## config.mk

```make
export PLATFORM = sky130hd
export DESIGN_NAME = three_button_panel_controller_flat
export DESIGN_NICKNAME = d
export VERILOG_FILES = /design/src/sv/tbpc_pkg.sv /design/src/sv/tbpc_in_if.sv /design/src/sv/tbpc_out_if.sv /design/src/sv/tbpc_debounce.sv /design/src/sv/tbpc_ctrl.sv /design/src/sv/three_button_panel_controller.sv /design/src/flat_wrapper.sv
export SDC_FILE = /design/constraint.sdc
export NUM_CORES = 1
export LEC_CHECK = 0
export BUFFER_PORTS_ARGS = -buffer_cell sky130_fd_sc_hd__clkbuf_2
export CAP_MARGIN = 20
export CORE_MARGIN = 2
export CORE_UTILIZATION = 50
export DETAILED_ROUTE_END_ITERATION = 8
export MAX_ROUTING_LAYER = met4
export PLACE_DENSITY = 0.64
export SYNTH_ARGS = -nofsm -noshare
export SYNTH_HDL_FRONTEND = slang
export SYNTH_SLANG_ARGS = --single-unit
```

## constraint.sdc

```tcl
create_clock -name clk -period 34.4 [get_ports clk]
set_input_delay 1.72 -clock clk [delete_from_list [all_inputs] [get_ports clk]]
set_output_delay 1.72 -clock clk [all_outputs]
set_load 0.05 [all_outputs]
```

## src/sv/tbpc_pkg.sv

```systemverilog
// Package for the three-button panel controller: widths, reset values,
// register indexes, debounce event codes and the structs passed between modules.
// No dependencies.
package tbpc_pkg;

    localparam int TIMER_BITS = 16;
    localparam int CFG_W      = 16;
    localparam int SP_W       = 11;
    localparam int CFG_IDX_W  = 3;
    localparam int CMP_W      = (TIMER_BITS > CFG_W) ? TIMER_BITS : CFG_W;

    localparam logic [CFG_W-1:0] DEBOUNCE_RST    = CFG_W'(20);
    localparam logic [CFG_W-1:0] LONG_PRESS_RST  = CFG_W'(1000);
    localparam logic [CFG_W-1:0] COMBO_HOLD_RST  = CFG_W'(2000);
    localparam logic [SP_W-1:0]  SP_MIN_RST      = SP_W'(0);
    localparam logic [SP_W-1:0]  SP_MAX_RST      = SP_W'(1000);
    localparam logic [SP_W-1:0]  SP_STEP_RST     = SP_W'(5);
    localparam logic [SP_W-1:0]  SP_INITIAL_RST  = SP_W'(400);

    typedef logic [TIMER_BITS-1:0] timer_t;

    typedef enum logic [CFG_IDX_W-1:0] {
        CFG_DEBOUNCE   = 3'd0,
        CFG_LONG_PRESS = 3'd1,
        CFG_COMBO_HOLD = 3'd2,
        CFG_SP_MIN     = 3'd3,
        CFG_SP_MAX     = 3'd4,
        CFG_SP_STEP    = 3'd5,
        CFG_SP_INITIAL = 3'd6
    } cfg_idx_t;

    typedef enum logic [1:0] {
        DEB_NONE    = 2'd0,
        DEB_PRESS   = 2'd1,
        DEB_RELEASE = 2'd2
    } deb_ev_t;

    typedef struct packed {
        logic    stable;
        deb_ev_t ev;
    } deb_out_t;

    typedef struct packed {
        logic [CFG_W-1:0] debounce_ticks;
        logic [CFG_W-1:0] long_press_ticks;
        logic [CFG_W-1:0] combo_hold_ticks;
        logic [SP_W-1:0]  setpoint_min;
        logic [SP_W-1:0]  setpoint_max;
        logic [SP_W-1:0]  setpoint_step;
        logic [SP_W-1:0]  setpoint_initial;
    } cfg_t;

    typedef struct packed {
        logic [2:0]      stable_levels;
        logic [2:0]      button_flags;
        logic            screen_is_debug;
        logic            redraw_request;
        logic            editing;
        logic            tank_selected;
        logic [SP_W-1:0] main_setpoint;
        logic [SP_W-1:0] reserve_setpoint;
    } ctrl_res_t;

    function automatic timer_t sat_inc(input timer_t v);
        sat_inc = (v == {TIMER_BITS{1'b1}}) ? v : v + timer_t'(1);
    endfunction

    function automatic logic [CMP_W-1:0] ext_timer(input timer_t v);
        ext_timer = CMP_W'(v);
    endfunction

    function automatic logic [CMP_W-1:0] ext_cfg(input logic [CFG_W-1:0] v);
        ext_cfg = CMP_W'(v);
    endfunction

endpackage

```

## src/sv/tbpc_in_if.sv

```systemverilog
// Input channel of the panel controller: one tick with three raw button levels.
// Depends on nothing.
interface tbpc_in_if;
    logic valid;
    logic ready;
    logic up_level;
    logic set_level;
    logic down_level;

    modport source (output valid, output up_level, output set_level, output down_level,
                    input ready);
    modport sink   (input valid, input up_level, input set_level, input down_level,
                    output ready);
endinterface

```

## src/sv/tbpc_out_if.sv

```systemverilog
// Result channel of the panel controller: modes, flags and setpoints per tick.
// Depends on nothing.
interface tbpc_out_if;
    logic        valid;
    logic        ready;
    logic [2:0]  stable_levels;
    logic [2:0]  button_flags;
    logic        screen_is_debug;
    logic        redraw_request;
    logic        editing;
    logic        tank_selected;
    logic [10:0] main_setpoint;
    logic [10:0] reserve_setpoint;

    modport source (output valid, output stable_levels, output button_flags,
                    output screen_is_debug, output redraw_request, output editing,
                    output tank_selected, output main_setpoint, output reserve_setpoint,
                    input ready);
    modport sink   (input valid, input stable_levels, input button_flags,
                    input screen_is_debug, input redraw_request, input editing,
                    input tank_selected, input main_setpoint, input reserve_setpoint,
                    output ready);
endinterface

```

## src/sv/tbpc_debounce.sv

```systemverilog
// Debouncer for one button: saturating tick counter since the last raw change.
// Depends on tbpc_pkg.
module tbpc_debounce
    import tbpc_pkg::*;
(
    input  logic             clk,
    input  logic             rst_n,
    input  logic             advance,
    input  logic             raw,
    input  logic [CFG_W-1:0] debounce_ticks,
    output deb_out_t         result
);

    logic   raw_prev_reg;
    logic   stable_reg;
    timer_t ticks_reg;
    timer_t ticks_next;
    logic   accept;

    always_comb
    begin
        ticks_next = (raw != raw_prev_reg) ? '0 : sat_inc(ticks_reg);
        accept     = (ext_timer(ticks_next) > ext_cfg(debounce_ticks)) && (raw != stable_reg);
        result.stable = accept ? raw : stable_reg;
        if (!accept)
            result.ev = DEB_NONE;
        else if (raw)
            result.ev = DEB_RELEASE;
        else
            result.ev = DEB_PRESS;
    end

    always_ff @(posedge clk or negedge rst_n)
    begin
        if (!rst_n)
        begin
            raw_prev_reg <= 1'b1;
            stable_reg   <= 1'b1;
            ticks_reg    <= '0;
        end
        else if (advance)
        begin
            raw_prev_reg <= raw;
            stable_reg   <= result.stable;
            ticks_reg    <= ticks_next;
        end
    end

endmodule

```

## src/sv/tbpc_ctrl.sv

```systemverilog
// Panel logic: up+down combo for screen mode, long/short set press for edit
// mode and tank choice, clamped setpoint steps. Depends on tbpc_pkg.
module tbpc_ctrl
    import tbpc_pkg::*;
(
    input  logic            clk,
    input  logic            rst_n,
    input  logic            advance,
    input  deb_out_t        up_btn,
    input  deb_out_t        set_btn,
    input  deb_out_t        down_btn,
    input  cfg_t            cfg,
    input  logic            load_initial,
    input  logic [SP_W-1:0] load_value,
    output ctrl_res_t       res
);

    timer_t          set_held_reg;
    timer_t          set_held_next;
    logic            long_done_reg;
    logic            long_done_next;
    timer_t          combo_ticks_reg;
    timer_t          combo_ticks_next;
    logic            combo_prev_reg;
    logic            combo_done_reg;
    logic            combo_done_next;
    logic            debug_reg;
    logic            edit_reg;
    logic            reserve_reg;
    logic [SP_W-1:0] sp_main_reg;
    logic [SP_W-1:0] sp_res_reg;

    logic                   combo;
    logic                   set_press;
    logic                   long_cleared;
    logic                   toggle_screen;
    logic                   long_fire;
    logic                   short_release;
    logic                   edit_next;
    logic                   reserve_next;
    logic                   up_step;
    logic                   dn_step;
    logic [SP_W-1:0]        sp_cur;
    logic signed [SP_W+1:0] sp_sum;
    logic signed [SP_W+1:0] sp_lo;
    logic [SP_W-1:0]        sp_stepped;

    always_comb
    begin
        combo     = !up_btn.stable && !down_btn.stable;
        set_press = (set_btn.ev == DEB_PRESS);

        set_held_next = set_press ? '0 : sat_inc(set_held_reg);
        long_cleared  = set_press ? 1'b0 : long_done_reg;

        combo_ticks_next = (combo && combo_prev_reg) ? sat_inc(combo_ticks_reg) : '0;
        toggle_screen    = combo && !combo_done_reg
                           && (ext_timer(combo_ticks_next) >= ext_cfg(cfg.combo_hold_ticks));
        combo_done_next  = combo && (combo_done_reg || toggle_screen);

        long_fire      = !set_btn.stable && !long_cleared
                         && (ext_timer(set_held_next) >= ext_cfg(cfg.long_press_ticks));
        long_done_next = long_cleared || long_fire;
        edit_next      = edit_reg ^ long_fire;
        short_release  = (set_btn.ev == DEB_RELEASE) && !long_done_next;
        reserve_next   = reserve_reg ^ short_release;

        up_step = !combo && edit_next && (up_btn.ev == DEB_PRESS) && down_btn.stable;
        dn_step = !combo && edit_next && (down_btn.ev == DEB_PRESS) && up_btn.stable;

        // Raise to min first, then lower to max: max wins when min > max.
        sp_cur = reserve_next ? sp_res_reg : sp_main_reg;
        if (dn_step)
            sp_sum = $signed({2'b00, sp_cur}) - $signed({2'b00, cfg.setpoint_step});
        else
            sp_sum = $signed({2'b00, sp_cur}) + $signed({2'b00, cfg.setpoint_step});
        sp_lo = (sp_sum < $signed({2'b00, cfg.setpoint_min}))
                ? $signed({2'b00, cfg.setpoint_min}) : sp_sum;
        sp_stepped = (sp_lo > $signed({2'b00, cfg.setpoint_max}))
                     ? cfg.setpoint_max : sp_lo[SP_W-1:0];

        res.stable_levels    = {down_btn.stable, set_btn.stable, up_btn.stable};
        res.button_flags     = {dn_step, long_fire || short_release, up_step};
        res.screen_is_debug  = debug_reg ^ toggle_screen;
        res.redraw_request   = toggle_screen;
        res.editing          = edit_next;
        res.tank_selected    = reserve_next;
        res.main_setpoint    = ((up_step || dn_step) && !reserve_next) ? sp_stepped : sp_main_reg;
        res.reserve_setpoint = ((up_step || dn_step) && reserve_next) ? sp_stepped : sp_res_reg;
    end

    always_ff @(posedge clk or negedge rst_n)
    begin
        if (!rst_n)
        begin
            set_held_reg    <= '0;
            long_done_reg   <= 1'b0;
            combo_ticks_reg <= '0;
            combo_prev_reg  <= 1'b0;
            combo_done_reg  <= 1'b0;
            debug_reg       <= 1'b0;
            edit_reg        <= 1'b0;
            reserve_reg     <= 1'b0;
        end
        else if (advance)
        begin
            set_held_reg    <= set_held_next;
            long_done_reg   <= long_done_next;
            combo_ticks_reg <= combo_ticks_next;
            combo_prev_reg  <= combo;
            combo_done_reg  <= combo_done_next;
            debug_reg       <= res.screen_is_debug;
            edit_reg        <= edit_next;
            reserve_reg     <= reserve_next;
        end
    end

    // Setpoints: a write of the initial value loads both tanks.
    always_ff @(posedge clk or negedge rst_n)
    begin
        if (!rst_n)
        begin
            sp_main_reg <= SP_INITIAL_RST;
            sp_res_reg  <= SP_INITIAL_RST;
        end
        else if (load_initial)
        begin
            sp_main_reg <= load_value;
            sp_res_reg  <= load_value;
        end
        else if (advance)
        begin
            sp_main_reg <= res.main_setpoint;
            sp_res_reg  <= res.reserve_setpoint;
        end
    end

    a_redraw_flips_screen: assert property (@(posedge clk) disable iff (!rst_n)
        advance && res.redraw_request |=> debug_reg != $past(debug_reg))
        else $error("redraw without screen toggle");

    a_one_step_per_tick: assert property (@(posedge clk) disable iff (!rst_n)
        advance |-> !(res.button_flags[0] && res.button_flags[2]))
        else $error("up and down step in the same tick");

    a_edit_toggle_flags_set: assert property (@(posedge clk) disable iff (!rst_n)
        advance && (edit_next != edit_reg) |-> res.button_flags[1])
        else $error("edit mode toggled without set flag");

    a_step_only_in_edit: assert property (@(posedge clk) disable iff (!rst_n)
        advance && (up_step || dn_step) |=> edit_reg)
        else $error("setpoint stepped outside edit mode");

endmodule

```

## src/sv/three_button_panel_controller.sv

```systemverilog
// Top level of the three-button panel controller: configuration registers,
// input register, three debouncers, panel logic and result register.
// Depends on tbpc_pkg, tbpc_in_if, tbpc_out_if, tbpc_debounce, tbpc_ctrl.
//
//  Channel   Dir  Payload                                            Handshake
//  keys      in   up_level, set_level, down_level                    valid/ready
//  status    out  stable_levels, button_flags, screen_is_debug,      valid/ready
//                 redraw_request, editing, tank_selected,
//                 main_setpoint, reserve_setpoint
//  cfg       in   cfg_we, cfg_index, cfg_wdata                       write only
//
//  A keys transfer is captured in the input register, then passes through the
//  debounce/panel logic into the result register.
//  One tick is taken per cycle unless status stalls; the panel state updates as
//  a tick moves into the result register, so that single update sets the rate.
//  Reset (rst_n low, asynchronous) empties both registers, releases all buttons,
//  clears the counters and modes and loads the configuration defaults.
//  A stall on status holds the result register; keys keeps accepting while
//  the input register is empty or moving on.
module three_button_panel_controller
    import tbpc_pkg::*;
(
    input  logic                 clk,
    input  logic                 rst_n,
    tbpc_in_if.sink              keys,
    tbpc_out_if.source           status,
    input  logic                 cfg_we,
    input  logic [CFG_IDX_W-1:0] cfg_index,
    input  logic [CFG_W-1:0]     cfg_wdata
);

    cfg_t       cfg_reg;
    logic       s0_valid_reg;
    logic [2:0] s0_levels_reg;
    logic       out_valid_reg;
    ctrl_res_t  out_reg;

    logic       advance;
    logic       load_initial;
    deb_out_t   up_btn;
    deb_out_t   set_btn;
    deb_out_t   down_btn;
    ctrl_res_t  res;

    // Advance the input register into the result register when the result
    // register is empty or its content is transferred this cycle.
    assign advance    = s0_valid_reg && (!out_valid_reg || status.ready);
    assign keys.ready = !s0_valid_reg || advance;

    // Configuration decode; unknown indexes are dropped.
    always_ff @(posedge clk or negedge rst_n)
    begin
        if (!rst_n)
        begin
            cfg_reg.debounce_ticks   <= DEBOUNCE_RST;
            cfg_reg.long_press_ticks <= LONG_PRESS_RST;
            cfg_reg.combo_hold_ticks <= COMBO_HOLD_RST;
            cfg_reg.setpoint_min     <= SP_MIN_RST;
            cfg_reg.setpoint_max     <= SP_MAX_RST;
            cfg_reg.setpoint_step    <= SP_STEP_RST;
            cfg_reg.setpoint_initial <= SP_INITIAL_RST;
        end
        else if (cfg_we)
        begin
            unique case (cfg_index)
                CFG_DEBOUNCE:   cfg_reg.debounce_ticks   <= cfg_wdata;
                CFG_LONG_PRESS: cfg_reg.long_press_ticks <= cfg_wdata;
                CFG_COMBO_HOLD: cfg_reg.combo_hold_ticks <= cfg_wdata;
                CFG_SP_MIN:     cfg_reg.setpoint_min     <= cfg_wdata[SP_W-1:0];
                CFG_SP_MAX:     cfg_reg.setpoint_max     <= cfg_wdata[SP_W-1:0];
                CFG_SP_STEP:    cfg_reg.setpoint_step    <= cfg_wdata[SP_W-1:0];
                CFG_SP_INITIAL: cfg_reg.setpoint_initial <= cfg_wdata[SP_W-1:0];
                default:        ;
            endcase
        end
    end

    assign load_initial = cfg_we && (cfg_index == CFG_SP_INITIAL);

    // Input register: valid under reset, levels are payload only.
    always_ff @(posedge clk or negedge rst_n)
    begin
        if (!rst_n)
            s0_valid_reg <= 1'b0;
        else if (keys.ready)
            s0_valid_reg <= keys.valid;
    end

    always_ff @(posedge clk)
    begin
        if (keys.valid && keys.ready)
            s0_levels_reg <= {keys.down_level, keys.set_level, keys.up_level};
    end

    tbpc_debounce u_deb_up (
        .clk            (clk),
        .rst_n          (rst_n),
        .advance        (advance),
        .raw            (s0_levels_reg[0]),
        .debounce_ticks (cfg_reg.debounce_ticks),
        .result         (up_btn)
    );

    tbpc_debounce u_deb_set (
        .clk            (clk),
        .rst_n          (rst_n),
        .advance        (advance),
        .raw            (s0_levels_reg[1]),
        .debounce_ticks (cfg_reg.debounce_ticks),
        .result         (set_btn)
    );

    tbpc_debounce u_deb_down (
        .clk            (clk),
        .rst_n          (rst_n),
        .advance        (advance),
        .raw            (s0_levels_reg[2]),
        .debounce_ticks (cfg_reg.debounce_ticks),
        .result         (down_btn)
    );

    tbpc_ctrl u_ctrl (
        .clk          (clk),
        .rst_n        (rst_n),
        .advance      (advance),
        .up_btn       (up_btn),
        .set_btn      (set_btn),
        .down_btn     (down_btn),
        .cfg          (cfg_reg),
        .load_initial (load_initial),
        .load_value   (cfg_wdata[SP_W-1:0]),
        .res          (res)
    );

    // Result register: load on advance, drop valid once transferred.
    always_ff @(posedge clk or negedge rst_n)
    begin
        if (!rst_n)
            out_valid_reg <= 1'b0;
        else if (advance)
            out_valid_reg <= 1'b1;
        else if (status.ready)
            out_valid_reg <= 1'b0;
    end

    always_ff @(posedge clk)
    begin
        if (advance)
            out_reg <= res;
    end

    assign status.valid            = out_valid_reg;
    assign status.stable_levels    = out_reg.stable_levels;
    assign status.button_flags     = out_reg.button_flags;
    assign status.screen_is_debug  = out_reg.screen_is_debug;
    assign status.redraw_request   = out_reg.redraw_request;
    assign status.editing          = out_reg.editing;
    assign status.tank_selected    = out_reg.tank_selected;
    assign status.main_setpoint    = out_reg.main_setpoint;
    assign status.reserve_setpoint = out_reg.reserve_setpoint;

    a_advance_fills_result: assert property (@(posedge clk) disable iff (!rst_n)
        advance |=> out_valid_reg)
        else $error("advanced tick did not reach the result register");

    a_stalled_tick_held: assert property (@(posedge clk) disable iff (!rst_n)
        s0_valid_reg && !advance |=> s0_valid_reg && $stable(s0_levels_reg))
        else $error("stalled tick lost from the input register");

    a_stalled_result_held: assert property (@(posedge clk) disable iff (!rst_n)
        out_valid_reg && !status.ready |=> out_valid_reg && $stable(out_reg))
        else $error("stalled result changed");

endmodule

```

## src/flat_wrapper.sv

```systemverilog
// flat-port wrapper written by rule: the top's interface ports become plain ports
module three_button_panel_controller_flat import tbpc_pkg::*;
  (clk, rst_n, cfg_we, cfg_index, cfg_wdata, keys_valid, keys_up_level, keys_set_level, keys_down_level, keys_ready, status_valid, status_stable_levels, status_button_flags, status_screen_is_debug, status_redraw_request, status_editing, status_tank_selected, status_main_setpoint, status_reserve_setpoint, status_ready);
  tbpc_in_if keys_i ();
  tbpc_out_if status_i ();
  input  logic clk;
  input  logic rst_n;
  input  logic cfg_we;
  input  logic [CFG_IDX_W-1:0] cfg_index;
  input  logic [CFG_W-1:0] cfg_wdata;
  input wire logic [$bits(keys_i.valid)-1:0] keys_valid;
  input wire logic [$bits(keys_i.up_level)-1:0] keys_up_level;
  input wire logic [$bits(keys_i.set_level)-1:0] keys_set_level;
  input wire logic [$bits(keys_i.down_level)-1:0] keys_down_level;
  output wire logic [$bits(keys_i.ready)-1:0] keys_ready;
  output wire logic [$bits(status_i.valid)-1:0] status_valid;
  output wire logic [$bits(status_i.stable_levels)-1:0] status_stable_levels;
  output wire logic [$bits(status_i.button_flags)-1:0] status_button_flags;
  output wire logic [$bits(status_i.screen_is_debug)-1:0] status_screen_is_debug;
  output wire logic [$bits(status_i.redraw_request)-1:0] status_redraw_request;
  output wire logic [$bits(status_i.editing)-1:0] status_editing;
  output wire logic [$bits(status_i.tank_selected)-1:0] status_tank_selected;
  output wire logic [$bits(status_i.main_setpoint)-1:0] status_main_setpoint;
  output wire logic [$bits(status_i.reserve_setpoint)-1:0] status_reserve_setpoint;
  input wire logic [$bits(status_i.ready)-1:0] status_ready;
  assign keys_i.valid = keys_valid;
  assign keys_i.up_level = keys_up_level;
  assign keys_i.set_level = keys_set_level;
  assign keys_i.down_level = keys_down_level;
  assign keys_ready = keys_i.ready;
  assign status_valid = status_i.valid;
  assign status_stable_levels = status_i.stable_levels;
  assign status_button_flags = status_i.button_flags;
  assign status_screen_is_debug = status_i.screen_is_debug;
  assign status_redraw_request = status_i.redraw_request;
  assign status_editing = status_i.editing;
  assign status_tank_selected = status_i.tank_selected;
  assign status_main_setpoint = status_i.main_setpoint;
  assign status_reserve_setpoint = status_i.reserve_setpoint;
  assign status_i.ready = status_ready;
  three_button_panel_controller u_core (.clk(clk), .rst_n(rst_n), .keys(keys_i), .status(status_i), .cfg_we(cfg_we), .cfg_index(cfg_index), .cfg_wdata(cfg_wdata));
endmodule
```

### Word-level counts from Yosys, hierarchy flattened

Cells that the tools add are included.

| operators by class | value |
|---|---|
| add/subtract/negate cells | 7 |
| magnitude comparators | 7 |
| eq/ne operators | 21 |
| multiplexer cells | 32 |
| bitwise gates (word level) | 3 |
| reduce and logical (&&, ||, !) cells | 46 |

Operator list:

| cell | count |
|---|---|
| $mux 16 | 10 |
| $mux 11 | 8 |
| $add 16x1->16 const B | 5 |
| $eq 16x16->1 const B | 5 |
| $gt 16x16->1 | 3 |
| $ge 16x16->1 | 2 |
| $mux 13 | 2 |
| $logic_and 1x1->1 | 21 |
| $gt 13x12->1 | 1 |
| $lt 13x12->1 | 1 |
| $add 11x11->12 | 1 |
| $mux 2 | 6 |
| $reduce_and 2->1 | 6 |
| $sub 11x11->12 | 1 |
| $logic_not 1->1 | 10 |
| $eq 3x3->1 const B | 3 |
| $eq 2x1->1 const B | 3 |
| $eq 3x2->1 const B | 2 |
| $logic_or 1x1->1 | 6 |
| $mux 1 | 6 |
| $ne 1x1->1 | 6 |
| $reduce_bool 2->1 | 2 |
| $eq 3x1->1 const B | 1 |
| $logic_not 3->1 | 1 |
| 2 further kinds | 4 |

| storage, ports and cells | value |
|---|---|
| flip-flop bits (word level) | 232 |
| logic and storage cells | 152 |

### Logic depth before layout (Yosys ltp)

| depth | value |
|---|---|
| depth after elaboration | 25 |
| depth in mapped cells | 58 |
| mapped depth without buffers | 54 |

### Modules after synthesis

From an unflattened synthesis, not the netlist that was laid out.

| second synthesis, totals | value |
|---|---|
| cells, all modules | 1844 |
| area, all modules | 17624.4 sq um |

By module, submodules not included:

| module | times used | cells an instance | area an instance (sq um) | seq. area each (sq um) |
|---|---|---|---|---|
| tbpc_ctrl | 1 | 967 | 7622.3 | 1508.9 |
| tbpc_debounce | 3 | 211 | 1744.2 | 452.9 |
| three_button_panel_controller | 1 | 244 | 4769.6 | 3434.5 |

### Worst setup path after synthesis

Ideal clock, no wire load.

| timing path | value |
|---|---|
| path kind | register to register |
| from | reg u_core.u_deb_set.ticks_reg[3] |
| to | reg u_core.out_reg (netlist bit u_core.status.main_setpoint[2]), data pin |
| arrival time | 10616 ps |
| required time | 34140 ps |
| setup slack | 23524 ps |
| cell stages (with the launch flop) | 54 |
| path buffers | 3 |
| clock period less this slack | 10876 ps |
| path through | dfrtp_1 and4_1 nand3_1 nor2_1 and2_1 nand2b_1 clkbuf_1 and3_1 and3_1 xnor2_1 nor2_1 ha_1 nand4_1 nor4_4 a211oi_4 nor4b_1 clkbuf_1 nor2_1 [... 18 more ...] o21ai_0 a21o_1 a221oi_1 ha_1 clkbuf_1 inv_1 and2_1 a2111oi_2 ha_1 o21a_1 o21a_1 o21a_1 o21a_1 o211ai_1 a21o_1 o211a_1 mux2_4 mux2_2 |

RTL lines:

| element | RTL line | source |
|---|---|---|
| start, declared | tbpc_debounce.sv:16 | `timer_t ticks_reg;` |
| start signal, assigned | tbpc_debounce.sv:45 | `ticks_reg <= ticks_next;` |
| end signal, assigned | three_button_panel_controller.sv:149 | `out_reg <= res;` |
| end, declared | three_button_panel_controller.sv:36 | `ctrl_res_t out_reg;` |

==> impl_metrics.tcl <==
set metrics [dict create \
    status "completed" \
    yosys_warnings 0 \
    netlist_top_cells_area "dfrtp_1 27%, ha_1 11%, nand2_1 8.5%, edfxtp_1 7.0%, dfstp_2 6.0%" \
    crit_arrival_ns 13.38 \
    synth-edff-count 35 \
    worst_slew_pin_slew_ns 1.00 \
    hold_path_class "flop to flop" \
    relSlewSlack_pct 33.3 \
    multi_input_area_sq_mm 0.00835 \
    rsz0062_at_grt "false" \
    die_area_sq_mm 0.0314 \
    clock-sinks 232 \
    clk_pin_slew_ns 0.06 \
    start_kind "flop" \
    fp.coreArea_sq_mm 0.0296 \
    gp_congestion 0.924 \
    pin_count 61 \
    seq_area_sq_mm 0.00602 \
    drtPass1Iterations 5 \
    final_layout_size_suffix_gt1_share_pct 12.3 \
    finalCriticalPeriod_ns 13.07 \
    fp.dieH_um 177 \
    drt_wl_total_um 39300 \
    initial_core_util_pct 50.7 \
    remaining_drc_errors 0 \
    largest_reg_flops 81 \
    crit_required_ns 34.70 \
    avgRoutedWirePerCell_um 18.2 \
    fill_cells 2646 \
    cts_tree "yes" \
    synth_top_area_share_pct 27.2 \
    grt_pass1_vias 11900 \
    p_leak_nw 7.84 \
    min_delay_worst_endpoint "u_core.u_deb_up.raw_prev_reg" \
    ys_seq_elements 232 \
    fp.dieW_um 177 \
    ant_nets 0 \
    rr_endpoint "u_core.status.main_setpoint[2]" \
    avgSynthCellArea_sq_um 8.75 \
    synthSimpleGateAreaFrac_pct 20.9 \
    total_power_w 0.00109 \
    clock-root-buffer "clkbuf_16" \
    fin_nets 1914 \
    ys_seq_area_share_pct 40.2 \
    post_cts_buffers 0 \
    slew_viol_final 0 \
    overflow 0 \
    setup_tns_ns 0 \
    power_density_mw_per_mm2 65.3 \
    grtUsageTotal_pct 26.3 \
    crit_type "flop to flop" \
    synthArstFlopShare_pct 84.9 \
    synth_ff_type "dfrtp_1" \
    max_freq_mhz 76.5 \
    crit_start "u_core.u_deb_set.ticks_reg[3]" \
    maxCapViolations 0 \
    htree_levels 1 \
    antenna_cells 0 \
    synth_xor_area_share_pct 4.09 \
    critPathMaxFanout 25 \
    mappedNetlistNets 1872 \
    area_growth_pct 11.2 \
    grt_max_degree 78 \
    hold_start "u_core.u_deb_up.raw_prev_reg" \
    syn_area_sq_mm 0.0150 \
    dp_hpwl_um 28100 \
    finalSetupViolCount 0 \
    postCtsHoldBufs 0 \
    clk_latency_ns 0.55 \
    crit_path_top_delay_cell "o31ai_1" \
    peakVddDrop_mv 0.0453 \
    yosysTopAreaCell "dfrtp_1" \
    vias_per_cell 5.72 \
    synth_top_family_by_area "simple AND/OR/NAND/NOR gates" \
    drt_iter0_drc 1050 \
    rr_startpoint "u_core.u_deb_set.ticks_reg[3]" \
    port_buffers 60 \
    slowest_delay_ns 0.72 \
    synth_compound_area_share_pct 15.9 \
    r2r_cells 52 \
    min_path_cells 2 \
    grt_pass1_wl_um 63500 \
    finClkSkew_ns 0.0288 \
    grt_antenna_before_repair 1 \
    yosysUniqueCellTypes 79 \
    muxShareOfSynthArea_pct 3.30 \
    end_kind "flop" \
    ff2ff_setup_slack_ns 21.33 \
    num_rows 63 \
    syn-instance-count 1713 \
    period_share_pct 38.0 \
    cts_made_buffers 27 \
    num_vias 12400 \
    synth_fa_ha_area_share_pct 11.1 \
    ctsLongestPathBuffers 3 \
    hold_viol_final 0 \
    mostFrequentLayoutCells "338 x nand2_1, 163 x dfrtp_1, 130 x ha_1" \
    cts_resized 0 \
    final_common_cell "nand2_1" \
]
cell families (layout without fill, tap and decap cells):
logic type | count (synthesis) | count (layout)
and+or+nand+nor | 680 | 680
buffers and inverters | 179 | 242
adders and majority gates | 132 | 132
xor gates and xnor gates | 70 | 70
AOI/OAI and AO/OA | 375 | 375
muxes | 45 | 45
DFF | 232 | 232
area by class of cell:
type,instances,share of cell area [%]
flip-flops and latches,232,36.1
clock buffers,38,4.54
clock inverters,12,1.01
multi-input cells,1302,50.1
repair buffers,78,2.71
well taps,390,2.93
inverters,114,2.58
critical path: cells and delay by family (launching register included):
family / cells / cell delay (ns)
xor gates and xnor gates: 1 / 0.20
muxes: 3 / 1.00
buffers and inverters: 3 / 1.04
adders and majority gates: 5 / 1.92
AOI/OAI and AO/OA: 24 / 5.28
DFF: 1 / 0.42
and+or+nand+nor: 16 / 3.00
per-layer routing:
metal  up-vias  GRT usage, %  wire length (um)
li1       6071             -                 -
met1      5960          38.1             19200
met2       299          39.9             17500
met3        51          2.79              1890
met4         0          5.65               818
met5         -             -                 0
Yosys cell counts (6+ instances only):
| cell | n |
|---|---|
| nand2_1 | 339 |
| dfrtp_1 | 163 |
| ha_1 | 130 |
| o21ai_0 | 127 |
| nor2_1 | 116 |
| inv_1 | 111 |
| a21oi_1 | 87 |
| clkbuf_1 | 59 |
| o31ai_1 | 44 |
| xor2_1 | 40 |
| nand3_1 | 36 |
| edfxtp_1 | 35 |
| dfstp_2 | 34 |
| and3_1 | 33 |
| nor3_1 | 33 |
| mux2_2 | 31 |
| xnor2_1 | 30 |
| nand4_1 | 24 |
| and2_1 | 21 |
| nand2b_1 | 18 |
| a21o_1 | 17 |
| a31oi_1 | 15 |
| mux2i_1 | 13 |
| o21a_1 | 11 |
| a211oi_1 | 10 |
| nor2b_1 | 9 |
| or2_2 | 9 |
| and4_1 | 7 |
| o211a_1 | 7 |
| a22o_1 | 6 |
| o211ai_1 | 6 |
| o21bai_1 | 6 |
power by group:
group / switching, W / internal [W]
Combinational: 0.000280 / 0.000154
Sequential: 0.0000279 / 0.000325
Clock: 0.000117 / 0.000183
through the flow:
step / util (%) / cells / cell area, sq um / worst slack [ns] / hold slack, ns
2_1_floorplan: - / 1713 / 15000 / 23.52 / 0.446
3_3_place_gp: 53.2 / 2114 / 15700 / 21.78 / 0.453
3_5_place_dp: 53.2 / 2115 / 15700 / 21.47 / 0.457
4_1_cts: 56.4 / 2165 / 16700 / 21.43 / 0.467
5_1_grt: 56.4 / 2166 / 16700 / 20.32 / 0.484
6_report: 56.4 / 2166 / 16700 / 21.33 / 0.465
how the worst max path moves through the flow:
stage | cells after the start | endpoint
2_1_floorplan | 53 | u_core.status.main_setpoint[2]
3_3_place_gp | 51 | u_core.status.main_setpoint[2]
3_5_place_dp | 51 | u_core.status.main_setpoint[2]
4_1_cts | 52 | u_core.status.main_setpoint[2]
5_1_grt | 51 | u_core.status.main_setpoint[2]
6_report | 52 | u_core.status.main_setpoint[2]
(Power assumes the default switching activity.)
